<file path="src/sv/yuvsa_pkg.sv">
package yuvsa_pkg;

  localparam int DATA_W    = 14;
  localparam int FRAC_BITS = 12;
  localparam int GAIN_W    = 16;
  localparam int GAIN_FRAC = 12;
  localparam int ADDR_W    = 3;

  // YUV values after the forward matrix
  localparam int T_W = 16;
  // chroma after the gain, inverse matrix operands
  localparam int S_W = 19;
  // inverse matrix results before saturation
  localparam int R_W = 22;

  localparam int DATA_MAX = 8191;
  localparam int DATA_MIN = -8192;

  localparam logic [1:0] MODE_RGB2YUV = 2'd0;
  localparam logic [1:0] MODE_YUV2RGB = 2'd1;
  localparam logic [1:0] MODE_SAT     = 2'd2;

  localparam logic [1:0]        MODE_RESET = MODE_SAT;
  localparam logic [GAIN_W-1:0] GAIN_RESET = 16'd4096;

  typedef struct packed {
    logic       vld;
    logic [1:0] mode;
  } ctl_t;

  typedef int milli_arr_t [9];

  localparam milli_arr_t FWD_MILLI = '{299, 587, 114, -147, -289, 436, 615, -515, -100};
  localparam milli_arr_t INV_MILLI = '{1000, 0, 1140, 1000, -395, -581, 1000, 2032, 0};

  // round(milli / 1000 * 2^frac), ties away from zero
  function automatic logic signed [31:0] coef_of(int milli, int frac);
    int mag;
    int q;
    mag = (milli < 0) ? -milli : milli;
    q   = ((mag << frac) + 500) / 1000;
    return (milli < 0) ? -q : q;
  endfunction

  function automatic logic signed [31:0] fwd_coef(int idx, int frac);
    return coef_of(FWD_MILLI[idx], frac);
  endfunction

  function automatic logic signed [31:0] inv_coef(int idx, int frac);
    return coef_of(INV_MILLI[idx], frac);
  endfunction

endpackage

</file>
<file path="src/sv/yuvsa_fwd.sv">
module yuvsa_fwd #(
  parameter int FRAC_BITS = yuvsa_pkg::FRAC_BITS
) (
  input  logic                                 clk,
  input  logic                                 rst_n,
  input  yuvsa_pkg::ctl_t                      ctl_i,
  input  logic signed [yuvsa_pkg::DATA_W-1:0]  x_i [3],
  output yuvsa_pkg::ctl_t                      ctl_o,
  output logic signed [yuvsa_pkg::DATA_W-1:0]  x_o [3],
  output logic signed [yuvsa_pkg::T_W-1:0]     t_o [3]
);

  localparam int CW = FRAC_BITS + 3;
  localparam int PW = yuvsa_pkg::DATA_W + CW;
  localparam int AW = PW + 2;
  localparam logic signed [AW-1:0] HALF = AW'(1) << (FRAC_BITS - 1);

  yuvsa_pkg::ctl_t                     ctl1_r, ctl2_r;
  logic signed [PW-1:0]                prod_r [9];
  logic signed [yuvsa_pkg::DATA_W-1:0] x1_r [3];
  logic signed [yuvsa_pkg::DATA_W-1:0] x2_r [3];
  logic signed [yuvsa_pkg::T_W-1:0]    t_r [3];
  logic signed [yuvsa_pkg::T_W-1:0]    t_nxt [3];

  always_ff @(posedge clk) begin
    if (!rst_n) begin
      ctl1_r <= '0;
      ctl2_r <= '0;
    end else begin
      ctl1_r <= ctl_i;
      ctl2_r <= ctl1_r;
    end
  end

  always_ff @(posedge clk) begin
    for (int r = 0; r < 3; r++) begin
      for (int c = 0; c < 3; c++) begin
        prod_r[r*3+c] <= PW'(yuvsa_pkg::fwd_coef(r*3+c, FRAC_BITS)) * PW'(x_i[c]);
      end
    end
    x1_r <= x_i;
  end

  // row sum, round half up by the fraction shift
  always_comb begin
    logic signed [AW-1:0] acc;
    for (int r = 0; r < 3; r++) begin
      acc = AW'(prod_r[r*3]) + AW'(prod_r[r*3+1]) + AW'(prod_r[r*3+2]) + HALF;
      t_nxt[r] = acc[FRAC_BITS +: yuvsa_pkg::T_W];
    end
  end

  always_ff @(posedge clk) begin
    t_r  <= t_nxt;
    x2_r <= x1_r;
  end

  assign ctl_o = ctl2_r;
  assign x_o   = x2_r;
  assign t_o   = t_r;

endmodule

</file>
<file path="src/sv/yuvsa_gain.sv">
module yuvsa_gain (
  input  logic                                 clk,
  input  logic                                 rst_n,
  input  logic [yuvsa_pkg::GAIN_W-1:0]         gain_i,
  input  yuvsa_pkg::ctl_t                      ctl_i,
  input  logic signed [yuvsa_pkg::DATA_W-1:0]  x_i [3],
  input  logic signed [yuvsa_pkg::T_W-1:0]     t_i [3],
  output yuvsa_pkg::ctl_t                      ctl_o,
  output logic signed [yuvsa_pkg::S_W-1:0]     v_o [3],
  output logic signed [yuvsa_pkg::T_W-1:0]     t_o [3]
);

  localparam int GP_W = yuvsa_pkg::T_W + yuvsa_pkg::GAIN_W + 1;
  localparam logic signed [GP_W-1:0] HALF = GP_W'(1) << (yuvsa_pkg::GAIN_FRAC - 1);

  yuvsa_pkg::ctl_t                     ctl3_r, ctl4_r;
  logic signed [GP_W-1:0]              gp_r [2];
  logic signed [yuvsa_pkg::DATA_W-1:0] x3_r [3];
  logic signed [yuvsa_pkg::T_W-1:0]    t3_r [3];
  logic signed [yuvsa_pkg::T_W-1:0]    t4_r [3];
  logic signed [yuvsa_pkg::S_W-1:0]    v_r [3];
  logic signed [yuvsa_pkg::S_W-1:0]    v_nxt [3];
  logic signed [yuvsa_pkg::GAIN_W:0]   gain_s;

  assign gain_s = signed'({1'b0, gain_i});

  always_ff @(posedge clk) begin
    if (!rst_n) begin
      ctl3_r <= '0;
      ctl4_r <= '0;
    end else begin
      ctl3_r <= ctl_i;
      ctl4_r <= ctl3_r;
    end
  end

  always_ff @(posedge clk) begin
    for (int k = 0; k < 2; k++) begin
      gp_r[k] <= GP_W'(t_i[k+1]) * GP_W'(gain_s);
    end
    x3_r <= x_i;
    t3_r <= t_i;
  end

  // pick the inverse matrix operands: raw YUV input, or Y with scaled chroma
  always_comb begin
    logic signed [GP_W-1:0] rnd;
    rnd = '0;
    if (ctl3_r.mode == yuvsa_pkg::MODE_YUV2RGB) begin
      for (int k = 0; k < 3; k++) begin
        v_nxt[k] = yuvsa_pkg::S_W'(x3_r[k]);
      end
    end else begin
      v_nxt[0] = yuvsa_pkg::S_W'(t3_r[0]);
      for (int k = 0; k < 2; k++) begin
        rnd        = gp_r[k] + HALF;
        v_nxt[k+1] = rnd[yuvsa_pkg::GAIN_FRAC +: yuvsa_pkg::S_W];
      end
    end
  end

  always_ff @(posedge clk) begin
    v_r  <= v_nxt;
    t4_r <= t3_r;
  end

  assign ctl_o = ctl4_r;
  assign v_o   = v_r;
  assign t_o   = t4_r;

endmodule

</file>
<file path="src/sv/yuvsa_inv.sv">
module yuvsa_inv #(
  parameter int FRAC_BITS = yuvsa_pkg::FRAC_BITS
) (
  input  logic                                 clk,
  input  logic                                 rst_n,
  input  yuvsa_pkg::ctl_t                      ctl_i,
  input  logic signed [yuvsa_pkg::S_W-1:0]     v_i [3],
  input  logic signed [yuvsa_pkg::T_W-1:0]     t_i [3],
  output logic                                 vld_o,
  output logic signed [yuvsa_pkg::DATA_W-1:0]  chan_o [3],
  output logic                                 clipped_o
);

  localparam int CW = FRAC_BITS + 3;
  localparam int PW = yuvsa_pkg::S_W + CW;
  localparam int AW = PW + 2;
  localparam int RW = yuvsa_pkg::R_W;
  localparam logic signed [AW-1:0] HALF = AW'(1) << (FRAC_BITS - 1);
  localparam logic signed [RW-1:0] HI   = RW'(yuvsa_pkg::DATA_MAX);
  localparam logic signed [RW-1:0] LO   = RW'(yuvsa_pkg::DATA_MIN);

  yuvsa_pkg::ctl_t                     ctl5_r;
  logic signed [PW-1:0]                prod_r [9];
  logic signed [yuvsa_pkg::T_W-1:0]    t5_r [3];
  logic                                vld_r;
  logic signed [yuvsa_pkg::DATA_W-1:0] chan_r [3];
  logic signed [yuvsa_pkg::DATA_W-1:0] chan_nxt [3];
  logic                                clip_r, clip_nxt;

  always_ff @(posedge clk) begin
    if (!rst_n) begin
      ctl5_r <= '0;
      vld_r  <= 1'b0;
    end else begin
      ctl5_r <= ctl_i;
      vld_r  <= ctl5_r.vld;
    end
  end

  always_ff @(posedge clk) begin
    for (int r = 0; r < 3; r++) begin
      for (int c = 0; c < 3; c++) begin
        prod_r[r*3+c] <= PW'(yuvsa_pkg::inv_coef(r*3+c, FRAC_BITS)) * PW'(v_i[c]);
      end
    end
    t5_r <= t_i;
  end

  // forward-only mode takes the YUV values straight through to saturation
  always_comb begin
    logic signed [AW-1:0] acc;
    logic signed [RW-1:0] res;
    clip_nxt = 1'b0;
    for (int r = 0; r < 3; r++) begin
      acc = AW'(prod_r[r*3]) + AW'(prod_r[r*3+1]) + AW'(prod_r[r*3+2]) + HALF;
      if (ctl5_r.mode == yuvsa_pkg::MODE_RGB2YUV) begin
        res = RW'(t5_r[r]);
      end else begin
        res = acc[FRAC_BITS +: RW];
      end
      if (res > HI) begin
        chan_nxt[r] = yuvsa_pkg::DATA_W'(HI);
        clip_nxt    = 1'b1;
      end else if (res < LO) begin
        chan_nxt[r] = yuvsa_pkg::DATA_W'(LO);
        clip_nxt    = 1'b1;
      end else begin
        chan_nxt[r] = res[yuvsa_pkg::DATA_W-1:0];
      end
    end
  end

  always_ff @(posedge clk) begin
    chan_r <= chan_nxt;
    clip_r <= clip_nxt;
  end

  assign vld_o     = vld_r;
  assign chan_o    = chan_r;
  assign clipped_o = clip_r;

endmodule

</file>
<file path="src/sv/yuv_saturation_adjust.sv">
// Per-pixel RGB/YUV colour converter (BT.601 analogue matrices, signed Q1.12
// components). mode 0 converts RGB to YUV, mode 1 YUV to RGB, mode 2 (and 3)
// converts RGB to YUV, scales U and V by sat_gain (Q4.12) and converts back.
// Every result component saturates to 14 bits and out_clipped flags any clip.
// One pixel is taken on every clock (busy is never raised) and its result
// appears on out_valid after the pipeline stages: two stages for the forward
// matrix, two for the chroma gain and operand select, two for the inverse
// matrix, rounding and saturation. Results cannot be held off, so capture
// every beat on which out_valid is high. Write mode and sat_gain only while
// no pixel is in flight.
module yuv_saturation_adjust #(
  parameter int FRAC_BITS = yuvsa_pkg::FRAC_BITS
) (
  input  logic                                 clk,
  input  logic                                 rst_n,
  input  logic                                 start,
  output logic                                 busy,
  input  logic signed [yuvsa_pkg::DATA_W-1:0]  in_chan0_in,
  input  logic signed [yuvsa_pkg::DATA_W-1:0]  in_chan1_in,
  input  logic signed [yuvsa_pkg::DATA_W-1:0]  in_chan2_in,
  output logic                                 out_valid,
  output logic signed [yuvsa_pkg::DATA_W-1:0]  out_chan0_out,
  output logic signed [yuvsa_pkg::DATA_W-1:0]  out_chan1_out,
  output logic signed [yuvsa_pkg::DATA_W-1:0]  out_chan2_out,
  output logic                                 out_clipped,
  input  logic                                 psel,
  input  logic                                 penable,
  input  logic                                 pwrite,
  input  logic [yuvsa_pkg::ADDR_W-1:0]         paddr,
  input  logic [31:0]                          pwdata,
  output logic [31:0]                          prdata,
  output logic                                 pready
);

  localparam logic REG_MODE = 1'b0;
  localparam logic REG_GAIN = 1'b1;

  logic [1:0]                          mode_r;
  logic [yuvsa_pkg::GAIN_W-1:0]        sat_gain_r;
  logic                                wr_en;
  logic                                reg_sel;
  yuvsa_pkg::ctl_t                     ctl_in, ctl_fwd, ctl_gain;
  logic signed [yuvsa_pkg::DATA_W-1:0] x_in [3];
  logic signed [yuvsa_pkg::DATA_W-1:0] x_fwd [3];
  logic signed [yuvsa_pkg::T_W-1:0]    t_fwd [3];
  logic signed [yuvsa_pkg::T_W-1:0]    t_gain [3];
  logic signed [yuvsa_pkg::S_W-1:0]    v_gain [3];
  logic signed [yuvsa_pkg::DATA_W-1:0] chan_out [3];

  assign pready  = 1'b1;
  assign wr_en   = psel && penable && pwrite && pready;
  assign reg_sel = paddr[2];

  always_ff @(posedge clk) begin
    if (!rst_n) begin
      mode_r     <= yuvsa_pkg::MODE_RESET;
      sat_gain_r <= yuvsa_pkg::GAIN_RESET;
    end else if (wr_en) begin
      if (reg_sel == REG_MODE) begin
        mode_r <= pwdata[1:0];
      end else begin
        sat_gain_r <= pwdata[yuvsa_pkg::GAIN_W-1:0];
      end
    end
  end

  always_comb begin
    unique case (reg_sel)
      REG_MODE: prdata = {30'd0, mode_r};
      REG_GAIN: prdata = {16'd0, sat_gain_r};
      default:  prdata = '0;
    endcase
  end

  assign busy        = 1'b0;
  assign ctl_in.vld  = start && !busy;
  assign ctl_in.mode = mode_r;
  assign x_in[0]     = in_chan0_in;
  assign x_in[1]     = in_chan1_in;
  assign x_in[2]     = in_chan2_in;

  yuvsa_fwd #(
    .FRAC_BITS(FRAC_BITS)
  ) u_fwd (
    .clk   (clk),
    .rst_n (rst_n),
    .ctl_i (ctl_in),
    .x_i   (x_in),
    .ctl_o (ctl_fwd),
    .x_o   (x_fwd),
    .t_o   (t_fwd)
  );

  yuvsa_gain u_gain (
    .clk    (clk),
    .rst_n  (rst_n),
    .gain_i (sat_gain_r),
    .ctl_i  (ctl_fwd),
    .x_i    (x_fwd),
    .t_i    (t_fwd),
    .ctl_o  (ctl_gain),
    .v_o    (v_gain),
    .t_o    (t_gain)
  );

  yuvsa_inv #(
    .FRAC_BITS(FRAC_BITS)
  ) u_inv (
    .clk       (clk),
    .rst_n     (rst_n),
    .ctl_i     (ctl_gain),
    .v_i       (v_gain),
    .t_i       (t_gain),
    .vld_o     (out_valid),
    .chan_o    (chan_out),
    .clipped_o (out_clipped)
  );

  assign out_chan0_out = chan_out[0];
  assign out_chan1_out = chan_out[1];
  assign out_chan2_out = chan_out[2];

endmodule

</file>
<file path="config.mk">
export PLATFORM = sky130hd
export DESIGN_NAME = yuv_saturation_adjust
export DESIGN_NICKNAME = d
export VERILOG_FILES = /design/src/sv/yuvsa_pkg.sv /design/src/sv/yuvsa_fwd.sv /design/src/sv/yuvsa_gain.sv /design/src/sv/yuvsa_inv.sv /design/src/sv/yuv_saturation_adjust.sv
export SDC_FILE = /design/constraint.sdc
export NUM_CORES = 2
export LEC_CHECK = 0
export BUFFER_PORTS_ARGS = -buffer_cell sky130_fd_sc_hd__buf_2
export CELL_PAD_IN_SITES_DETAIL_PLACEMENT = 1
export CELL_PAD_IN_SITES_GLOBAL_PLACEMENT = 2
export CORE_UTILIZATION = 47
export DETAILED_ROUTE_END_ITERATION = 16
export PLACE_DENSITY = 0.95
export SLEW_MARGIN = 40
export SYNTH_ARGS = -nofsm -noshare
export SYNTH_HDL_FRONTEND = slang
export SYNTH_SLANG_ARGS = --single-unit
</file>
<file path="constraint.sdc">
create_clock -name clk -period 9.85 [get_ports clk]
set_input_delay 0.985 -clock clk [delete_from_list [all_inputs] [get_ports clk]]
set_output_delay 0.985 -clock clk [all_outputs]
set_load 0.02 [all_outputs]
</file>
Word-level counts from Yosys, hierarchy flattened
Memory sizes are Yosys's and may differ from the RTL's.
Index checks and enable logic that the tools add are counted.
{"block": "totals", "mem_bits_ro": 0, "out_inout_bits": 78, "n_memories": 3, "mem_bits_rw": 633, "reg_bits": 452, "wordCells": 102, "latch_bits": 0}
{"name": "u_inv.prod_r", "depth": 9, "word_bits": 34, "rd": 9, "rd_clocked_by_memory_dff": 0, "wr": 9, "line": "yuvsa_inv.sv:23", "rtl": "logic signed [PW-1:0] prod_r [9];"}
{"name": "u_fwd.prod_r", "depth": 9, "word_bits": 29, "rd": 9, "rd_clocked_by_memory_dff": 0, "wr": 9, "line": "yuvsa_fwd.sv:19", "rtl": "logic signed [PW-1:0] prod_r [9];"}
{"name": "u_gain.gp_r", "depth": 2, "word_bits": 33, "rd": 2, "rd_clocked_by_memory_dff": 0, "wr": 2, "line": "yuvsa_gain.sv:17", "rtl": "logic signed [GP_W-1:0] gp_r [2];"}
{"block": "op_classes", "shift": 0, "multipliers": 15, "n_div": 0, "add_sub_neg": 20, "muxes": 9, "order_cmp": 6, "n_reduce_logical": 6, "n_bitwise": 1, "n_eq_ne": 1}
{"op": "adder 34 bit", "count": 6}
{"op": "adder 28 bit", "count": 6}
{"op": "adder 34 x 13 -> 34 bit (second input constant)", "count": 3}
{"op": "adder 28 x 13 -> 28 bit (second input constant)", "count": 3}
{"op": "greater-than comparator 22 x 14 -> 1 bit (second input constant)", "count": 3}
{"op": "less-than comparator 22 x 14 -> 1 bit (second input constant)", "count": 3}
{"op": "multiplier 16 x 17 -> 33 bit", "count": 2}
{"op": "two-way mux 22 bit", "count": 3}
{"op": "one-hot mux 32 bit (2 select lines)", "count": 1}
{"op": "adder 31 x 13 -> 31 bit (second input constant)", "count": 2}
{"op": "multiplier 11 x 19 -> 30 bit (first input constant)", "count": 2}
{"op": "two-way mux 57 bit", "count": 1}
{"op": "multiplier 13 x 14 -> 27 bit (first input constant)", "count": 2}
{"op": "multiplier 11 x 14 -> 25 bit (first input constant)", "count": 2}
{"op": "multiplier 10 x 14 -> 24 bit (first input constant)", "count": 2}
{"op": "two-way mux 14 bit", "count": 3}
{"op": "multiplier 15 x 19 -> 34 bit (first input constant)", "count": 1}
{"op": "multiplier 14 x 19 -> 33 bit (first input constant)", "count": 1}
{"op": "multiplier 12 x 14 -> 26 bit (first input constant)", "count": 1}
{"op": "multiplier 9 x 14 -> 23 bit (first input constant)", "count": 1}
{"op": "multiplier 7 x 14 -> 21 bit (first input constant)", "count": 1}
{"op": "OR reduction 5 bit", "count": 1}
{"op": "AND reduction 2 bit", "count": 2}
{"op": "equality test 2 x 1 -> 1 bit (second input constant)", "count": 1}
{"op": "other kinds (4)", "count": 5}

Longest topological paths before layout
An unclocked memory read counts as a cell.
{"block": "depth", "ltp_word": 7, "ltp_mapped": 26}

Hierarchy
From an unflattened synthesis, not the netlist that was laid out.
{"block": "unflattened", "hier_cells": 8877, "area_unflattened_um2": 87231.2}
{"mod": "yuvsa_fwd", "area_per_inst_um2": 38026.5, "seq_area_each_um2": 6806.5, "instances": 1, "cells_per_inst": 3699}
{"mod": "yuvsa_inv", "area_per_inst_um2": 25593.3, "seq_area_each_um2": 4364.2, "instances": 1, "cells_per_inst": 2684}
{"mod": "yuvsa_gain", "area_per_inst_um2": 22602.9, "seq_area_each_um2": 4764.6, "instances": 1, "cells_per_inst": 2378}
{"mod": "yuv_saturation_adjust", "area_per_inst_um2": 1008.5, "seq_area_each_um2": 360.3, "instances": 1, "cells_per_inst": 116}

Least setup slack after synthesis
Ideal clock, no wire load.
{"block": "synth_timing", "path_kind": "reg2reg", "start": "register sat_gain_r[10] (netlist bit)", "end": "memory u_gain.gp_r[0][30] (netlist bit)", "setup_slack_ps": 3650, "path_stages_with_launch": 25, "setup_ps": 72, "n_path_buf": 1, "arrival_ps": 6127, "synth_period_minus_slack_ps": 6200, "cell_sequence": "dfxtp_1 -> clkbuf_1 -> nand2_1 -> fa_1 -> fa_1 -> fa_1 -> fa_1 -> inv_1 -> fa_1 -> inv_1 -> fa_1 -> inv_1 -> ha_1 -> a21oi_1 -> o22ai_1 -> nor2_1 -> a21o_1 -> o21ai_0 -> nand2_1 -> a311oi_1 -> a311o_1 -> o311a_1 -> o31a_1 -> nor2_1 -> xnor2_1"}
{"item": "start: declaration", "line": "yuv_saturation_adjust.sv:39", "rtl": "logic [yuvsa_pkg::GAIN_W-1:0] sat_gain_r;"}
{"item": "start signal: assignment", "line": "yuv_saturation_adjust.sv:57", "rtl": "sat_gain_r <= yuvsa_pkg::GAIN_RESET;"}
{"item": "start signal: assignment", "line": "yuv_saturation_adjust.sv:62", "rtl": "sat_gain_r <= pwdata[yuvsa_pkg::GAIN_W-1:0];"}
{"item": "end: declaration", "line": "yuvsa_gain.sv:17"}

==> impl_metrics.yaml <==
global_routing:
  met2_usage_pct: 48.42
  grt_start_max_net_pins: 65
  grt-ovfl-total: 0
  grt_pass1_vias: 69480
  antenna_found_initial: 41
  grt_use_total_pct: 28.17
  grt.busiest_layer: "met2"
  use_met1_pct: 33.98
  use_met3_pct: 3.325
  grt_pass1_wl_mm: 397.1
timing:
  skew_ns: 0.03647
  hold-worst-slack_ns: 0.3171
  worst_slew_pin_slew_ns: 0.9491
  fin_crit_ns: 7.387
  slew_violations: 0
  setup_tns_ns: 0
  worst_slack_ns: 2.463
  setup_viol: 0
  maxSlewHeadroom_pct: 36.16
  finalHoldViolCount: 0
  period_share_pct: 75.00
  rsz0062_at_grt: "false"
  fmax_mhz: 135.4
drt:
  drc: 0
  wl_per_cell_um: 22.75
  totalWireLength_mm: 254.9
  drtIter0Drc: 2764
  drt-pass1-iter-count: 5
  vias_per_cell: 5.379
  routed-via-count: 60270
  postRouteAntennaNets: 0
synthesis:
  synth_edf_count: 0
  mappedNetlistArea_mm2: 0.08556
  ys_types: 92
  synth_ff_type: "dfxtp_1"
  synth_top_area_share_pct: 29.29
  yosys.area.top_type: "fa_1"
  ys_seq_area_share_pct: 18.97
  avgSynthCellArea_um2: 9.991
  ys_top_cells_by_area: "fa_1 (29%), ha_1 (22%), dfxtp_1 (19%), inv_1 (8.2%), xnor2_1 (2.9%)"
  async_flop_share_pct: 0
  ys_ff_latch: 811
  synth_cells: 8564
  yosysWarnings: 0
critical_path:
  end_kind: "flip-flop"
  critPathKind: "reg -> reg"
  cp_data_required_time_ns: 10.46
  critPathLaunchType: "flip-flop"
  path_max_fanout: 22
  worstPathArrival_ns: 8.00
clocking:
  tritoncts: "done"
  cts_sinks: 811
  path_clk_slew_ns: 0.07
  ctsHoldBuffers: 0
  cts_setup_buffers: 0
  ctsHtreeMaxLevel: 3
  numCtsBuffers: 94
  cts_resized: 0
  cts_buffer_depth: 3
  ctsRootBufferMaster: "clkbuf_16"
  insertion_delay_ns: 0.75
placement:
  io_buffers: 124
  globalplace.congestion: 0.9264
  dpl.hpwl_mm: 204.8
  dp_slack_ns: 2.513
  placed_area_mm2: 0.08915
floorplan:
  rows: 156
  ioPinCount: 161
  die_w_um: 428.7
  start_util_pct: 47.34
  core_mm2: 0.1807
  die_h_um: 428.7
  dieArea_mm2: 0.1838
cells_and_area:
  area_delta_synth_final_pct: 8.174
  fin_nets: 11540
  finalInstanceArea_mm2: 0.09256
  drive_gt1_share_pct: 5.161
status:
  status: "finished, final reports clean"
job:
  maxCapViolCount: 0
min_path:
  hold_path_class: "reg -> reg"
worst paths after layout:
path / start / endpoint / slack [ns] / cells after the start
worst max-delay path: sat_gain_r[13]$_SDFFE_PN0P_ / u_gain.gp_r[0][30]$_DFF_P_ / 2.46 / 22
worst min-delay path: u_fwd.x_o[14]$_DFF_P_ / u_gain.x3_r[14]$_DFF_P_ / 0.32 / 0
worst max register to register: sat_gain_r[13]$_SDFFE_PN0P_ / u_gain.gp_r[0][30]$_DFF_P_ / 2.46 / 22
worst min register to register: u_fwd.x_o[14]$_DFF_P_ / u_gain.x3_r[14]$_DFF_P_ / 0.32 / 0
placed cells by master, fill, tap and decap left out, types with 64 or more instances in the layout:
cell type,n
a21o_1,80
a21oi_1,284
and2_1,280
buf_2,124
clkbuf_16,95
dfxtp_1,790
fa_1,1252
ha_1,1492
inv_1,1870
nand2_1,526
nand3_1,77
nor2_1,302
nor3_1,131
o21a_1,64
o21ai_0,167
o21bai_1,67
xnor2_1,281
xor2_1,118
cells by family after synthesis:
kind of cell	count (synthesis)	synth area share (%)
other	2	0.008777
DFF	811	18.97
buffers and inverters	2014	8.932
muxes	30	0.3583
xor gates and xnor gates	407	4.166
and+or+nand+nor	1602	9.110
adders and majority gates	2744	51.11
AOI/OAI and AO/OA	954	7.341
final cells by class:
type | count | area, µm²
fillers | 20200 | 88180
diodes | 38 | 95.09
flip-flops and latches | 811 | 16280
clock buffers | 122 | 2589
clock inverters | 53 | 701.9
inverters | 1875 | 7038
repair buffers | 180 | 1041
multi-input cells | 5755 | 61850
well taps | 2370 | 2965
layer usage:
layer  share of wire, %  vias to the layer above
met5              0.011                        -
met4                6.6                        4
met3                4.4                      531
met2                 49                     1278
met1                 40                    31060
li1                   -                    27400
stage by stage:
step	instances	utilization [%]
after floorplan	8580	-
after global placement	10990	49.27
after detailed placement	10990	49.32
after CTS	11170	51.14
after global routing	11200	51.20
final	11200	51.21
flip-flops by register name, indices dropped and copies added, names as in the netlist, 16 cells and up:
register / count
u_gain.t_o: 48
u_fwd.x1_r: 42
u_gain.x3_r: 42
u_gain.v_o: 54
u_fwd.prod_r: 202
u_inv.chan_o: 42
u_fwd.t_o: 48
u_gain.t3_r: 48
u_inv.prod_r: 120
u_inv.t5_r: 48
u_fwd.x_o: 42
u_gain.gp_r: 40
sat_gain_r: 16
cells in the mapped netlist (all sizes together), types with 80 or more instances:
library cell	instances
dfxtp	811
xnor2	287
o21ai	192
xor2	120
a21oi	285
ha	1492
a21o	80
nand2	526
nor2	303
clkbuf	114
nor3	135
and2	280
inv	1873
fa	1252
critical path, cell delays in order, from the launching register on:
cell and delay, ns:
dfxtp_1 0.77, buf_4 0.44, nand2_1 0.15, fa_1 0.51
fa_1 0.51, fa_1 0.52, inv_1 0.06, fa_1 0.49
fa_1 0.50, inv_1 0.06, fa_1 0.51, inv_1 0.05
ha_1 0.31, o21ai_0 0.14, or2_2 0.30, o21ai_0 0.38
nand2_1 0.18, a311oi_1 0.42, a311o_1 0.37, o311a_1 0.26
o31a_1 0.17, nor2_1 0.06, xnor2_1 0.11
Power is left out: the tool's default activity adds up to more than one toggle a clock period on the data nets, which glitch-free logic cannot reach.
